$ cat src/rtl/hamming_stream_decoder_top_macros.svh
// Assertion macros for the Hamming stream decoder.
`ifndef HAMMING_STREAM_DECODER_TOP_MACROS_SVH
`define HAMMING_STREAM_DECODER_TOP_MACROS_SVH

// Same-cycle implication, checked out of reset.
`define HSD_ASSERT_IMP(label, clk, rst, ante, cons, msg) \
   label: assert property (@(posedge clk) disable iff (rst) (ante) |-> (cons)) \
      else $error(msg);

// Next-cycle implication, checked out of reset.
`define HSD_ASSERT_NXT(label, clk, rst, ante, cons, msg) \
   label: assert property (@(posedge clk) disable iff (rst) (ante) |=> (cons)) \
      else $error(msg);

`endif

$ cat src/rtl/hsd_pkg.sv
// Shared types and constants for the Hamming stream decoder.
`timescale 1ns / 1ps
package hsd_pkg;

   localparam int BYTE_W       = 1 << 3;
   localparam int BIT_CNT_W    = 4;
   localparam int RESULT_LIMIT = 8;
   localparam int RES_CNT_W    = 4;

   typedef enum logic [1:0] {
      ST_IDLE,
      ST_FILL,
      ST_DRAIN,
      ST_FLUSH
   } hsd_state_type;

   typedef struct packed {
      logic clear;
      logic fill_en;
      logic fill_bit;
      logic drain_en;
   } blk_ctrl_type;

   typedef struct packed {
      logic last_slot;
      logic drain_bit;
      logic drain_data;
      logic drain_last;
      logic fixed;
   } blk_stat_type;

   typedef struct packed {
      logic clear;
      logic step_start;
      logic bit_req;
      logic bit_val;
      logic fixed;
      logic flush;
   } pkr_ctrl_type;

   typedef struct packed {
      logic stall;
      logic flush_done;
      logic pend_valid;
   } pkr_stat_type;

endpackage

$ cat src/rtl/hsd_channels.sv
// Handshake channel interfaces: coded input, decoded output, register write.
`timescale 1ns / 1ps
interface hsd_req_if;
   logic       valid;
   logic       ready;
   logic [7:0] coded_byte;
   logic       stream_start;

   modport source (output valid, output coded_byte, output stream_start, input ready);
   modport sink   (input valid, input coded_byte, input stream_start, output ready);
endinterface

interface hsd_rsp_if;
   logic       valid;
   logic       ready;
   logic [7:0] data_byte;
   logic       was_corrected;
   logic       last_of_run;

   modport source (output valid, output data_byte, output was_corrected,
                   output last_of_run, input ready);
   modport sink   (input valid, input data_byte, input was_corrected,
                   input last_of_run, output ready);
endinterface

interface hsd_csr_if;
   logic       valid;
   logic       ready;
   logic [2:0] parity_count;

   modport source (output valid, output parity_count, input ready);
   modport sink   (input valid, input parity_count, output ready);
endinterface

$ cat src/rtl/hsd_block_buf.sv
// Block shift register with running syndrome and corrected serial read-out.
`timescale 1ns / 1ps
module hsd_block_buf #(
   parameter int MAX_PARITY_BITS = 6
) (
   input  logic                       clock,
   input  logic                       reset,
   input  logic [MAX_PARITY_BITS-1:0] block_len,
   input  hsd_pkg::blk_ctrl_type      ctrl,
   output hsd_pkg::blk_stat_type      stat
);
   import hsd_pkg::*;

   localparam int PW    = MAX_PARITY_BITS;
   localparam int BLK_W = (1 << PW) - 1;

   logic [BLK_W-1:0] bits_ff, bits_in;
   logic [PW-1:0]    fill_ff, fill_in;
   logic [PW-1:0]    syn_ff, syn_in;
   logic [PW-1:0]    pos_ff, pos_in;
   logic [PW-1:0]    len_m1;
   logic [PW-1:0]    fill_pos;
   logic             fix_en;

   assign len_m1   = block_len - PW'(1);
   assign fill_pos = fill_ff + PW'(1);
   // syndrome naming a parity position leaves the data alone
   assign fix_en   = (syn_ff != '0) && ((syn_ff & (syn_ff - PW'(1))) != '0);

   always_comb begin
      stat.last_slot  = (fill_ff == len_m1);
      stat.drain_bit  = bits_ff[0] ^ (fix_en && (pos_ff == syn_ff));
      stat.drain_data = ((pos_ff & (pos_ff - PW'(1))) != '0);
      stat.drain_last = (pos_ff == block_len);
      stat.fixed      = fix_en;
   end

   always_comb begin
      bits_in = bits_ff;
      fill_in = fill_ff;
      syn_in  = syn_ff;
      pos_in  = pos_ff;
      if (ctrl.clear) begin
         fill_in = '0;
         syn_in  = '0;
      end else if (ctrl.fill_en) begin
         // new bit lands at the top of the live block so the first bit ends at 0
         bits_in         = {1'b0, bits_ff[BLK_W-1:1]};
         bits_in[len_m1] = ctrl.fill_bit;
         // syndrome is the XOR of the positions of all set bits
         syn_in = syn_ff ^ (ctrl.fill_bit ? fill_pos : '0);
         if (fill_ff == len_m1) begin
            fill_in = '0;
            pos_in  = PW'(1);
         end else begin
            fill_in = fill_pos;
         end
      end else if (ctrl.drain_en) begin
         bits_in = {1'b0, bits_ff[BLK_W-1:1]};
         if (pos_ff == block_len) begin
            syn_in = '0;
            pos_in = PW'(1);
         end else begin
            pos_in = pos_ff + PW'(1);
         end
      end
   end

   always_ff @(posedge clock) begin
      if (reset) begin
         fill_ff <= '0;
         syn_ff  <= '0;
         pos_ff  <= PW'(1);
      end else begin
         fill_ff <= fill_in;
         syn_ff  <= syn_in;
         pos_ff  <= pos_in;
      end
   end

   always_ff @(posedge clock) begin
      bits_ff <= bits_in;
   end

endmodule

$ cat src/rtl/hsd_byte_pack.sv
// Packs data bits into bytes, parks the newest byte and drives the output register.
`timescale 1ns / 1ps
module hsd_byte_pack (
   input  logic                  clock,
   input  logic                  reset,
   input  hsd_pkg::pkr_ctrl_type ctrl,
   output hsd_pkg::pkr_stat_type stat,
   hsd_rsp_if.source             rsp
);
   import hsd_pkg::*;

   logic [BYTE_W-1:0]    acc_ff, acc_in;
   logic [2:0]           cnt_ff, cnt_in;
   logic                 pend_valid_ff, pend_valid_in;
   logic [BYTE_W-1:0]    pend_byte_ff, pend_byte_in;
   logic                 pend_fix_ff, pend_fix_in;
   logic [RES_CNT_W-1:0] res_cnt_ff, res_cnt_in;
   logic                 out_valid_ff, out_valid_in;
   logic [BYTE_W-1:0]    out_byte_ff, out_byte_in;
   logic                 out_fix_ff, out_fix_in;
   logic                 out_last_ff, out_last_in;

   logic              out_free;
   logic              completes;
   logic              room;
   logic              take;
   logic [BYTE_W-1:0] new_byte;

   assign out_free  = !out_valid_ff || rsp.ready;
   assign completes = ctrl.bit_req && (cnt_ff == 3'(BYTE_W - 1));
   assign room      = (res_cnt_ff < RES_CNT_W'(RESULT_LIMIT));
   assign new_byte  = {ctrl.bit_val, acc_ff[BYTE_W-1:1]};

   // a finished byte only waits when the parked one cannot move on
   always_comb begin
      stat.stall      = completes && room && pend_valid_ff && !out_free;
      stat.flush_done = !pend_valid_ff || out_free;
      stat.pend_valid = pend_valid_ff;
   end

   assign take = ctrl.bit_req && !stat.stall;

   always_comb begin
      acc_in        = acc_ff;
      cnt_in        = cnt_ff;
      pend_valid_in = pend_valid_ff;
      pend_byte_in  = pend_byte_ff;
      pend_fix_in   = pend_fix_ff;
      res_cnt_in    = res_cnt_ff;
      out_valid_in  = out_valid_ff;
      out_byte_in   = out_byte_ff;
      out_fix_in    = out_fix_ff;
      out_last_in   = out_last_ff;

      if (out_valid_ff && rsp.ready) begin
         out_valid_in = 1'b0;
      end
      if (ctrl.clear) begin
         cnt_in = '0;
      end
      if (ctrl.step_start) begin
         res_cnt_in = '0;
      end

      if (take) begin
         acc_in = new_byte;
         cnt_in = cnt_ff + 3'd1;
         // bytes past the per-beat limit are dropped
         if (completes && room) begin
            if (pend_valid_ff) begin
               out_valid_in = 1'b1;
               out_byte_in  = pend_byte_ff;
               out_fix_in   = pend_fix_ff;
               out_last_in  = 1'b0;
            end
            pend_valid_in = 1'b1;
            pend_byte_in  = new_byte;
            pend_fix_in   = ctrl.fixed;
            res_cnt_in    = res_cnt_ff + RES_CNT_W'(1);
         end
      end else if (ctrl.flush && pend_valid_ff && out_free) begin
         out_valid_in  = 1'b1;
         out_byte_in   = pend_byte_ff;
         out_fix_in    = pend_fix_ff;
         out_last_in   = 1'b1;
         pend_valid_in = 1'b0;
      end
   end

   always_ff @(posedge clock) begin
      if (reset) begin
         cnt_ff        <= '0;
         pend_valid_ff <= 1'b0;
         res_cnt_ff    <= '0;
         out_valid_ff  <= 1'b0;
      end else begin
         cnt_ff        <= cnt_in;
         pend_valid_ff <= pend_valid_in;
         res_cnt_ff    <= res_cnt_in;
         out_valid_ff  <= out_valid_in;
      end
   end

   always_ff @(posedge clock) begin
      acc_ff       <= acc_in;
      pend_byte_ff <= pend_byte_in;
      pend_fix_ff  <= pend_fix_in;
      out_byte_ff  <= out_byte_in;
      out_fix_ff   <= out_fix_in;
      out_last_ff  <= out_last_in;
   end

   assign rsp.valid         = out_valid_ff;
   assign rsp.data_byte     = out_byte_ff;
   assign rsp.was_corrected = out_fix_ff;
   assign rsp.last_of_run   = out_last_ff;

endmodule

$ cat src/rtl/hamming_stream_decoder_top.sv
// Top level of the Hamming stream decoder: bit sequencer and register.
//
//   port    dir  payload                                   handshake
//   req_ch  in   coded_byte[7:0], stream_start             valid/ready
//   rsp_ch  out  data_byte[7:0], was_corrected, last_of_run valid/ready
//   csr_ch  in   parity_count[2:0]                         valid/ready
//
// One coded beat is taken in IDLE, then its bits enter the block one per cycle, pausing while a full block drains.
// A full block of 2^r-1 bits is read out one bit per cycle unless the packer stalls, corrected on the fly.
// Reset is synchronous; parity_count comes up as 3, all fill counts at zero.
// A stalled rsp_ch only holds the read-out when a second byte is ready to park.
`timescale 1ns / 1ps
`include "hamming_stream_decoder_top_macros.svh"
module hamming_stream_decoder_top #(
   parameter int MAX_PARITY_BITS = 6
) (
   input  logic      clock,
   input  logic      reset,
   hsd_req_if.sink   req_ch,
   hsd_rsp_if.source rsp_ch,
   hsd_csr_if.sink   csr_ch
);
   import hsd_pkg::*;

   localparam int PW  = MAX_PARITY_BITS;
   localparam int RW  = 4;

   hsd_state_type        state_ff, state_in;
   logic [BYTE_W-1:0]    in_bits_ff, in_bits_in;
   logic [BIT_CNT_W-1:0] bit_cnt_ff, bit_cnt_in;
   logic [2:0]           parity_count_ff, parity_count_in;

   logic          req_take;
   logic          csr_take;
   logic [RW-1:0] r_eff;
   logic [PW-1:0] block_len;

   blk_ctrl_type blk_ctrl;
   blk_stat_type blk_stat;
   pkr_ctrl_type pkr_ctrl;
   pkr_stat_type pkr_stat;

   assign req_take = req_ch.valid && req_ch.ready;
   assign csr_take = csr_ch.valid && csr_ch.ready;

   // out-of-range parity counts are pinned to the supported span
   always_comb begin
      if (parity_count_ff < 3'd2) begin
         r_eff = RW'(2);
      end else if (32'(parity_count_ff) > MAX_PARITY_BITS) begin
         r_eff = RW'(MAX_PARITY_BITS);
      end else begin
         r_eff = RW'(parity_count_ff);
      end
      block_len = PW'((32'd1 << r_eff) - 32'd1);
   end

   hsd_block_buf #(
      .MAX_PARITY_BITS (MAX_PARITY_BITS)
   ) u_block (
      .clock     (clock),
      .reset     (reset),
      .block_len (block_len),
      .ctrl      (blk_ctrl),
      .stat      (blk_stat)
   );

   hsd_byte_pack u_pack (
      .clock (clock),
      .reset (reset),
      .ctrl  (pkr_ctrl),
      .stat  (pkr_stat),
      .rsp   (rsp_ch)
   );

   // next state
   always_comb begin
      state_in = state_ff;
      case (state_ff)
         ST_IDLE: begin
            if (req_take) begin
               state_in = ST_FILL;
            end
         end
         ST_FILL: begin
            if (blk_stat.last_slot) begin
               state_in = ST_DRAIN;
            end else if (bit_cnt_ff == BIT_CNT_W'(BYTE_W - 1)) begin
               state_in = ST_FLUSH;
            end
         end
         ST_DRAIN: begin
            if (!pkr_stat.stall && blk_stat.drain_last) begin
               state_in = (bit_cnt_ff == BIT_CNT_W'(BYTE_W)) ? ST_FLUSH : ST_FILL;
            end
         end
         ST_FLUSH: begin
            if (pkr_stat.flush_done) begin
               state_in = ST_IDLE;
            end
         end
         default: begin
            state_in = ST_IDLE;
         end
      endcase
   end

   // outputs
   always_comb begin
      req_ch.ready        = 1'b0;
      csr_ch.ready        = 1'b0;
      blk_ctrl.clear      = (req_take && req_ch.stream_start) || csr_take;
      blk_ctrl.fill_en    = 1'b0;
      blk_ctrl.fill_bit   = in_bits_ff[0];
      blk_ctrl.drain_en   = 1'b0;
      pkr_ctrl.clear      = req_take && req_ch.stream_start;
      pkr_ctrl.step_start = req_take;
      pkr_ctrl.bit_req    = 1'b0;
      pkr_ctrl.bit_val    = blk_stat.drain_bit;
      pkr_ctrl.fixed      = blk_stat.fixed;
      pkr_ctrl.flush      = 1'b0;
      case (state_ff)
         ST_IDLE: begin
            req_ch.ready = 1'b1;
            csr_ch.ready = 1'b1;
         end
         ST_FILL: begin
            blk_ctrl.fill_en = 1'b1;
         end
         ST_DRAIN: begin
            pkr_ctrl.bit_req  = blk_stat.drain_data;
            blk_ctrl.drain_en = !pkr_stat.stall;
         end
         ST_FLUSH: begin
            pkr_ctrl.flush = 1'b1;
         end
         default: begin
            req_ch.ready = 1'b0;
         end
      endcase
   end

   always_comb begin
      in_bits_in      = in_bits_ff;
      bit_cnt_in      = bit_cnt_ff;
      parity_count_in = parity_count_ff;
      if (req_take) begin
         in_bits_in = req_ch.coded_byte;
         bit_cnt_in = '0;
      end else if (blk_ctrl.fill_en) begin
         in_bits_in = {1'b0, in_bits_ff[BYTE_W-1:1]};
         bit_cnt_in = bit_cnt_ff + BIT_CNT_W'(1);
      end
      if (csr_take) begin
         parity_count_in = csr_ch.parity_count;
      end
   end

   always_ff @(posedge clock) begin
      if (reset) begin
         state_ff        <= ST_IDLE;
         bit_cnt_ff      <= '0;
         parity_count_ff <= 3'd3;
      end else begin
         state_ff        <= state_in;
         bit_cnt_ff      <= bit_cnt_in;
         parity_count_ff <= parity_count_in;
      end
   end

   always_ff @(posedge clock) begin
      in_bits_ff <= in_bits_in;
   end

   `HSD_ASSERT_IMP(a_idle_nothing_parked, clock, reset, state_ff == ST_IDLE, !pkr_stat.pend_valid, "byte still parked while idle")
   `HSD_ASSERT_NXT(a_beat_starts_fill, clock, reset, req_take, (state_ff == ST_FILL) && (bit_cnt_ff == '0), "accepted beat did not start at bit zero")
   `HSD_ASSERT_IMP(a_drain_after_bit, clock, reset, state_ff == ST_DRAIN, bit_cnt_ff != '0, "block read-out without a consumed bit")

endmodule
$ cat src/flat_wrapper.sv
// flat-port wrapper written by rule: the top's interface ports become plain ports
module hamming_stream_decoder_top_flat import hsd_pkg::*;
#(
   parameter int MAX_PARITY_BITS = 6
)
  (clock, reset, req_ch_valid, req_ch_coded_byte, req_ch_stream_start, req_ch_ready, rsp_ch_valid, rsp_ch_data_byte, rsp_ch_was_corrected, rsp_ch_last_of_run, rsp_ch_ready, csr_ch_valid, csr_ch_parity_count, csr_ch_ready);
  hsd_req_if req_ch_i ();
  hsd_rsp_if rsp_ch_i ();
  hsd_csr_if csr_ch_i ();
  input  logic clock;
  input  logic reset;
  input wire logic [$bits(req_ch_i.valid)-1:0] req_ch_valid;
  input wire logic [$bits(req_ch_i.coded_byte)-1:0] req_ch_coded_byte;
  input wire logic [$bits(req_ch_i.stream_start)-1:0] req_ch_stream_start;
  output wire logic [$bits(req_ch_i.ready)-1:0] req_ch_ready;
  output wire logic [$bits(rsp_ch_i.valid)-1:0] rsp_ch_valid;
  output wire logic [$bits(rsp_ch_i.data_byte)-1:0] rsp_ch_data_byte;
  output wire logic [$bits(rsp_ch_i.was_corrected)-1:0] rsp_ch_was_corrected;
  output wire logic [$bits(rsp_ch_i.last_of_run)-1:0] rsp_ch_last_of_run;
  input wire logic [$bits(rsp_ch_i.ready)-1:0] rsp_ch_ready;
  input wire logic [$bits(csr_ch_i.valid)-1:0] csr_ch_valid;
  input wire logic [$bits(csr_ch_i.parity_count)-1:0] csr_ch_parity_count;
  output wire logic [$bits(csr_ch_i.ready)-1:0] csr_ch_ready;
  assign req_ch_i.valid = req_ch_valid;
  assign req_ch_i.coded_byte = req_ch_coded_byte;
  assign req_ch_i.stream_start = req_ch_stream_start;
  assign req_ch_ready = req_ch_i.ready;
  assign rsp_ch_valid = rsp_ch_i.valid;
  assign rsp_ch_data_byte = rsp_ch_i.data_byte;
  assign rsp_ch_was_corrected = rsp_ch_i.was_corrected;
  assign rsp_ch_last_of_run = rsp_ch_i.last_of_run;
  assign rsp_ch_i.ready = rsp_ch_ready;
  assign csr_ch_i.valid = csr_ch_valid;
  assign csr_ch_i.parity_count = csr_ch_parity_count;
  assign csr_ch_ready = csr_ch_i.ready;
  hamming_stream_decoder_top #(.MAX_PARITY_BITS(MAX_PARITY_BITS)) u_core (.clock(clock), .reset(reset), .req_ch(req_ch_i), .rsp_ch(rsp_ch_i), .csr_ch(csr_ch_i));
endmodule
$ cat config.mk
export PLATFORM = sky130hd
export DESIGN_NAME = hamming_stream_decoder_top_flat
export DESIGN_NICKNAME = d
export VERILOG_FILES = /design/src/rtl/hsd_pkg.sv /design/src/rtl/hsd_channels.sv /design/src/rtl/hsd_block_buf.sv /design/src/rtl/hsd_byte_pack.sv /design/src/rtl/hamming_stream_decoder_top.sv /design/src/flat_wrapper.sv
export VERILOG_INCLUDE_DIRS = /design/src /design/src/rtl
export SDC_FILE = /design/constraint.sdc
export NUM_CORES = 1
export LEC_CHECK = 0
export BUFFER_PORTS_ARGS = -buffer_cell sky130_fd_sc_hd__buf_2
export CORE_MARGIN = 5
export CORE_UTILIZATION = 65
export DETAILED_ROUTE_END_ITERATION = 8
export HOLD_SLACK_MARGIN = 0.12
export PLACE_DENSITY = 0.84
export RECOVER_POWER = 100
export SLEW_MARGIN = 20
export SYNTH_ARGS = -nofsm -noshare
export SYNTH_HDL_FRONTEND = slang
export SYNTH_SLANG_ARGS = --single-unit
$ cat constraint.sdc
create_clock -name clock -period 5.15 [get_ports clock]
set_input_delay 0 -clock clock [delete_from_list [all_inputs] [get_ports clock]]
set_output_delay 0 -clock clock [all_outputs]
set_load 0.005 [all_outputs]
## Word-level counts from Yosys, hierarchy flattened

Index checks and enable logic that the tools add are counted.

| storage, ports and cells | value |
|---|---|
| register bits after elaboration | 134 |
| output and inout bits | 13 |
| logic and storage cells | 149 |

| operators by class | value |
|---|---|
| bitwise operators | 5 |
| shift-type cells | 1 |
| magnitude comparators | 5 |
| muxes and demuxes | 55 |
| reductions and logical operators | 40 |
| add/sub/neg operators | 9 |
| equal/unequal tests | 16 |

Operators by type and width:

| kind | count |
|---|---|
| two-way mux 63 bit | 2 |
| bitwise mux 63 bit | 1 |
| two-way mux 6 bit | 9 |
| two-way mux 8 bit | 6 |
| subtractor 6 x 1 -> 6 bit (second input constant) | 4 |
| two-way mux 1 bit | 22 |
| equality test 6 bit | 3 |
| nonzero test 6 bit | 3 |
| two-way mux 4 bit | 4 |
| logical AND 1 bit | 15 |
| adder 6 x 1 -> 6 bit (second input constant) | 2 |
| bitwise AND 6 bit | 2 |
| two-way mux 2 bit | 6 |
| nonzero test 2 bit | 5 |
| two-way mux 3 bit | 3 |
| adder 4 x 1 -> 4 bit (second input constant) | 2 |
| != test 2 x 1 -> 1 bit (second input constant) | 4 |
| case mux 2 bit (4 select lines) | 1 |
| AND reduction 2 bit | 4 |
| < comparator 6 x 7 -> 1 bit (second input constant) | 1 |
| demux 1 bit (select 6 bit) | 1 |
| greater-or-equal comparator 6 x 1 -> 1 bit (second input constant) | 1 |
| AND reduction 3 bit | 2 |
| left shift 1 x 4 -> 6 bit (first input constant) | 1 |
| 19 further kinds | 27 |

## Depth between registers and ports, before layout

| logic depth | value |
|---|---|
| depth in word-level cells | 12 |
| gate-level depth with buffers | 10 |
| gate-level depth less buffers | 9 |

## Hierarchy

Synthesis repeated with hierarchy kept, for this count alone.

| second synthesis, totals | value |
|---|---|
| cell total of the unflattened synthesis | 605 |
| area total of the unflattened synthesis | 6662.6 sq um |

By module, submodules not included:

| module | sequential area each (sq um) | area an instance (sq um) | cells each | instances |
|---|---|---|---|---|
| hsd_block_buf | 2252.2 | 4425.5 | 432 | 1 |
| hsd_byte_pack | 960.9 | 1313.8 | 85 | 1 |
| hamming_stream_decoder_top | 420.4 | 923.4 | 88 | 1 |

## Worst setup path after synthesis

Ideal clock, no wire load.

| path | value |
|---|---|
| path kind | reg-to-reg |
| from | register u_core.u_block.pos_ff[2] |
| to | register u_core.u_block.bits_ff[0] (enable) |
| stages on the path, launching flop included | 7 |
| period minus slack after synthesis | 3.104 ns |
| required time | 4.728 ns |
| library setup time | 0.422 ns |
| arrival time | 2.681 ns |
| path buffers | 1 |
| slack | 2.046 ns |
| cell sequence | dfxtp_1 > buf_2 > nor4_1 > nor3_1 > o31ai_2 > nand2_1 > nand2_1 |

| between the ends | value |
|---|---|
| longest elaborated chain between the ends | 12 |

Ends and longest elaborated chain:

| element | RTL line | source |
|---|---|---|
| start, declared | hsd_block_buf.sv:20 | `logic [PW-1:0] pos_ff, pos_in;` |
| start signal, assigned | hsd_block_buf.sv:77 | `pos_ff <= pos_in;` |
| subtractor 6 x 1 -> 6 bit | hsd_block_buf.sv:33 | `stat.drain_data = ((pos_ff & (pos_ff - PW'(1))) != '0);` |
| bitwise AND 6 bit (*) | hsd_block_buf.sv:33 |  |
| nonzero test 6 bit (*) | hsd_block_buf.sv:33 |  |
| two-way mux 1 bit (*) | hamming_stream_decoder_top.sv:122 | `case (state_ff)` |
| logical AND 1 bit (*) | hsd_byte_pack.sv:30 | `assign completes = ctrl.bit_req && (cnt_ff == 3'(BYTE_W - 1));` |
| logical AND 1 bit (*) (3 in series) | hsd_byte_pack.sv:36 | `stat.stall = completes && room && pend_valid_ff && !out_free;` |
| logical NOT 1 bit (*) | hamming_stream_decoder_top.sv:132 | `blk_ctrl.drain_en = !pkr_stat.stall;` |
| two-way mux 1 bit (*) | hamming_stream_decoder_top.sv:122 |  |
| nonzero test 2 bit (no line) (*) | - |  |
| AND reduction 2 bit (no line) (*) | - |  |
| end signal, assigned | hsd_block_buf.sv:82 | `bits_ff <= bits_in;` |
| end, declared | hsd_block_buf.sv:17 | `logic [BLK_W-1:0] bits_ff, bits_in;` |

Mark *: on every way between the ends. The rest lies on a longest branch, timed or not.
A chain may end at the register's enable or synchronous reset.

## Final worst setup path

| path | value |
|---|---|
| from | register u_core.parity_count_ff[1] |
| to | register u_core.u_block.pos_ff[3] |

| between the ends | value |
|---|---|
| longest elaborated chain between the ends | 9 |

Ends and longest elaborated chain:

| element | RTL line | source |
|---|---|---|
| start, declared | hamming_stream_decoder_top.sv:31 | `logic [2:0] parity_count_ff, parity_count_in;` |
| start signal, assigned | hamming_stream_decoder_top.sv:167 | `parity_count_ff <= parity_count_in;` |
| > comparator 3 bit | hamming_stream_decoder_top.sv:50 | `end else if (32'(parity_count_ff) > MAX_PARITY_BITS) begin` |
| two-way mux 3 bit | hamming_stream_decoder_top.sv:50 |  |
| two-way mux 4 bit (*) | hamming_stream_decoder_top.sv:48 | `if (parity_count_ff < 3'd2) begin` |
| left shift 1 x 4 -> 6 bit (*) | hamming_stream_decoder_top.sv:55 | `block_len = PW'((32'd1 << r_eff) - 32'd1);` |
| subtractor 6 x 1 -> 6 bit (*) | hamming_stream_decoder_top.sv:55 |  |
| subtractor 6 x 1 -> 6 bit or equality test 6 bit (tied branches) | hsd_block_buf.sv:25, hsd_block_buf.sv:60 |  |
| equality test 6 bit or two-way mux 6 bit (tied branches) | hsd_block_buf.sv:52, hsd_block_buf.sv:60 |  |
| != test 2 bit (no line) or two-way mux 6 bit (tied branches) | - |  |
| AND reduction 3 bit (no line) or two-way mux 6 bit (tied branches) | - |  |

Mark *: on every way between the ends. The rest lies on a longest branch, timed or not. The select of a mux whose other input is x is not followed.

==> results.cfg <==
[critical_path]
cp-startpoint = u_core.parity_count_ff[1]
cpMaxStageDelayCell = a311oi_1
setup.worst_path.end = u_core.u_block.pos_ff[3]
cp_num_buf_inv = 0
crit_cells = 6
crit_required_ns = 5.54
r2r_slack_ns = 1.64
path_cells = nand2_1 > or4b_2 > a311oi_1 > a221oi_1 > a21oi_1 > o21ai_0
reg2reg_from = u_core.parity_count_ff[1]
r2r_end = u_core.u_block.pos_ff[3]
crit_type = flip-flop to flip-flop
cp_data_arrival_time_ns = 3.90
critPathCaptureType = flip-flop
reg2reg_depth = 6
slowest_delay_ns = 1.27
critPathMaxFanout = 14
startpoint_type = flip-flop
cp_top_family = compound AO/OA/AOI/OAI gates

[final_layout]
nets = 551
final_core_util_pct = 76.3
diodes = 0
fillers = 522
area_growth_pct = 13.9
drive_above_1_share_pct = 14.2
design_area_um2 = 6650
final-instance-count-excl-fill = 644

[die]
fp.dieH_um = 105
fp.dieArea_um2 = 11000
die_width_um = 105
initial_core_util_pct = 66.9
io_pins = 30
row_count = 34
coreArea_um2 = 8720

[run_status]
status = complete, but fails checks
violations = max-capacitance violations, max-slew violations

[global_route]
grt_usage_pct = 20.2
antenna_found_initial = 0
grt_max_degree = 64
grt_pass1_wl_mm = 18.0
grt-ovfl-total = 0
grt_pass1_vias = 3631

[timing]
setup_tns_ns = 0
min_period_ns = 3.51
fin_crit_sh_pct = 68.1
finalHoldViolations = 0
slew_headroom_pct = -50.0
report.final.slew_viol_count = 28
tightest_slew_ns = 2.23
fin_worst_skew_ns = 0.0117
finalSetupViolCount = 0
rsz0062_at_grt = no
fin_ws_ns = 1.64
fmax_mhz = 285

[placed_design]
place_area_um2 = 5860
port_buffers = 29
dp_hpwl_mm = 6.36
place.gp.congestion = 0.839
post-place-ws_ns = 2.46
placed_cells = 582

[detailed_routing]
first_iter_violations = 255
wl_per_cell_um = 16.4
drt_pre_antenna_iters = 4
drcViolationCount = 0
vias = 3758
wl_mm = 10.6
ant_nets = 0
drt-vias-per-instance = 5.84

[yosys]
synth_area_per_cell_um2 = 11.4
synth_area_leaders = edfxtp_1, dfxtp_1, clkbuf_1, nand2_1, mux2_2
yosysTopAreaCell = edfxtp_1
syn_nets = 542
ys.flop_type = edfxtp_1
yosysWarnings = 0
syn-cell-area_um2 = 5840
syn_inst = 514
synth_edf_count = 97
ys_async_sr_fraction_pct = 0
ys_seq_elements = 133
synth_top_area_share_pct = 49.9
yosysSeqAreaShare_pct = 62.2
synth_cell_types = 59

[power_and_ir_drop]
ir_drop_mv = 0.284
power.density_nw_per_um2 = 373
power.share.clock_pct = 44.9
p_sw_mw = 0.609
swShare_pct = 24.5
power_leakage_nw = 2.41
p_int_mw = 1.87
combPwrFrac_pct = 5.6
p_seq_share_pct = 49.5

[clock_tree]
clk_path_buf_depth = 2
cts.sinks = 133
clkLatencyLatePin_ns = 0.51
tritoncts = yes
h-tree-depth = 4
clkTransAtPathRegs_ns = 0.07
cts_root_buffer = clkbuf_8
post-cts-setup-buffer-count = 0
cts_buffers = 17

[worst_hold_path]
hold_class = primary input to flip-flop

[job]
cap_viol_max_count = 2
## worst reg2reg max path, cell delays in order, from the launching register on
cell	delay (ns)
dfxtp_1	0.61
nand2_1	0.18
or4b_2	0.65
a311oi_1	1.27
a221oi_1	0.36
a21oi_1	0.24
o21ai_0	0.09
## worst min-delay path by stage
stage / from / endpoint / cells past startpoint
final: csr_ch_valid / u_core.u_block.fill_ff[3] / 4
after CTS: csr_ch_valid / u_core.u_block.syn_ff[3] / 4
after detailed placement: req_ch_coded_byte[6] / u_core.in_bits_ff[6] / 3
after global routing: csr_ch_valid / u_core.u_block.syn_ff[3] / 4
after floorplan: csr_ch_parity_count[2] / u_core.parity_count_ff[2] / 2
after global placement: req_ch_coded_byte[6] / u_core.in_bits_ff[6] / 3
## registers in the layout, indices dropped and copies added (netlist names), 3 cells and up
| name | count |
|---|---|
| u_core.u_pack.res_cnt_ff | 4 |
| u_core.u_block.fill_ff | 6 |
| u_core.u_block.pos_ff | 6 |
| u_core.u_pack.pend_byte_ff | 8 |
| u_core.in_bits_ff | 8 |
| u_core.parity_count_ff | 3 |
| u_core.bit_cnt_ff | 4 |
| u_core.u_block.syn_ff | 6 |
| u_core.u_block.bits_ff | 63 |
| u_core.u_pack.rsp.data_byte | 8 |
| u_core.u_pack.cnt_ff | 3 |
| u_core.u_pack.acc_ff | 7 |
## cell type report
| cell class | count | area (um^2) | share of cell area (%) |
|---|---|---|---|
| Multi-Input combinational cell | 296 | 1830 | 27.5 |
| Inverter | 14 | 52.6 | 0.790 |
| Timing Repair Buffer | 61 | 445 | 6.70 |
| Clock inverter | 15 | 140 | 2.11 |
| Tap cell | 108 | 135 | 2.03 |
| Clock buffer | 17 | 414 | 6.23 |
| Sequential cell | 133 | 3630 | 54.6 |
## per-stage QoR
| step | total power [mW] | hold WS (ns) |
|---|---|---|
| after floorplan | 1.34 | 0.148 |
| after global placement | 1.36 | 0.265 |
| after detailed placement | 1.36 | 0.273 |
| after CTS | 2.50 | 0.219 |
| after global routing | 2.58 | 0.253 |
| final | 2.48 | 0.258 |
## cells by family after synthesis
group / Yosys count / synth area share (%)
xor gates and xnor gates: 19 / 2.98
AOI/OAI and AO/OA: 73 / 8.23
other: 2 / 0.129
DFF: 133 / 62.2
and+or+nand+nor: 172 / 14.6
muxes: 18 / 3.45
buffers and inverters: 85 / 5.89
adders and majority gates: 12 / 2.53
## synth_stat cells, drive strengths merged, types with 2 or more instances
cell,instances
nand4,6
a31oi,4
edfxtp,97
buf,13
or3,5
or4,4
nor2,32
a21o,3
a211o,2
nor2b,6
a211oi,2
a21oi,30
a311oi,3
o21a,3
xnor2,12
or2,2
dfxtp,36
o22ai,2
and2,3
xor2,7
clkbuf,58
nand2,55
mux2,17
nand2b,7
nor3,15
and3,7
conb,2
inv,14
o21ai,13
nand3,17
nor4,5
nand3b,3
ha,11
## repair_timing
action,in CTS,in global routing
hold buffers,30,0
resized for setup,0,0
hold endpoints to repair,27,0
## power by group through the flow
stage	Combinational [mW]	Sequential, mW	Clock (mW)
final	0.138	1.23	1.12
after global routing	0.152	1.24	1.19
after CTS	0.137	1.23	1.14
after detailed placement	0.112	1.25	0
after global placement	0.109	1.25	0
after floorplan	0.107	1.23	0
## layer usage
metal	track usage, %	wire (um)
met5	0	0
met4	7.12	146
met1	27.1	4820
met2	31.6	5100
met3	5.86	506
## layout by cell type, fill, tap and decap left out, types with 4 or more instances in the layout
master and n:
edfxtp_1 97, nand2_1 53, dfxtp_1 36, nor2_1 32
a21oi_1 30, dlygate4sd3_1 30, buf_2 21, nand3_1 17
clkbuf_16 16, nor3_1 15, inv_1 14, o21ai_0 13
xnor2_1 12, mux2_2 11, ha_1 11, clkbuf_1 8
nand2b_1 7, nor2b_1 6, nand4_1 6, mux2_1 6
xor2_1 6, nor4_1 5, or3_1 5, and3_1 5
inv_6 5, a31oi_1 4, or4_1 4, inv_8 4
clkinvlp_4 4
Note: power is estimated with default switching activity, not from simulation.
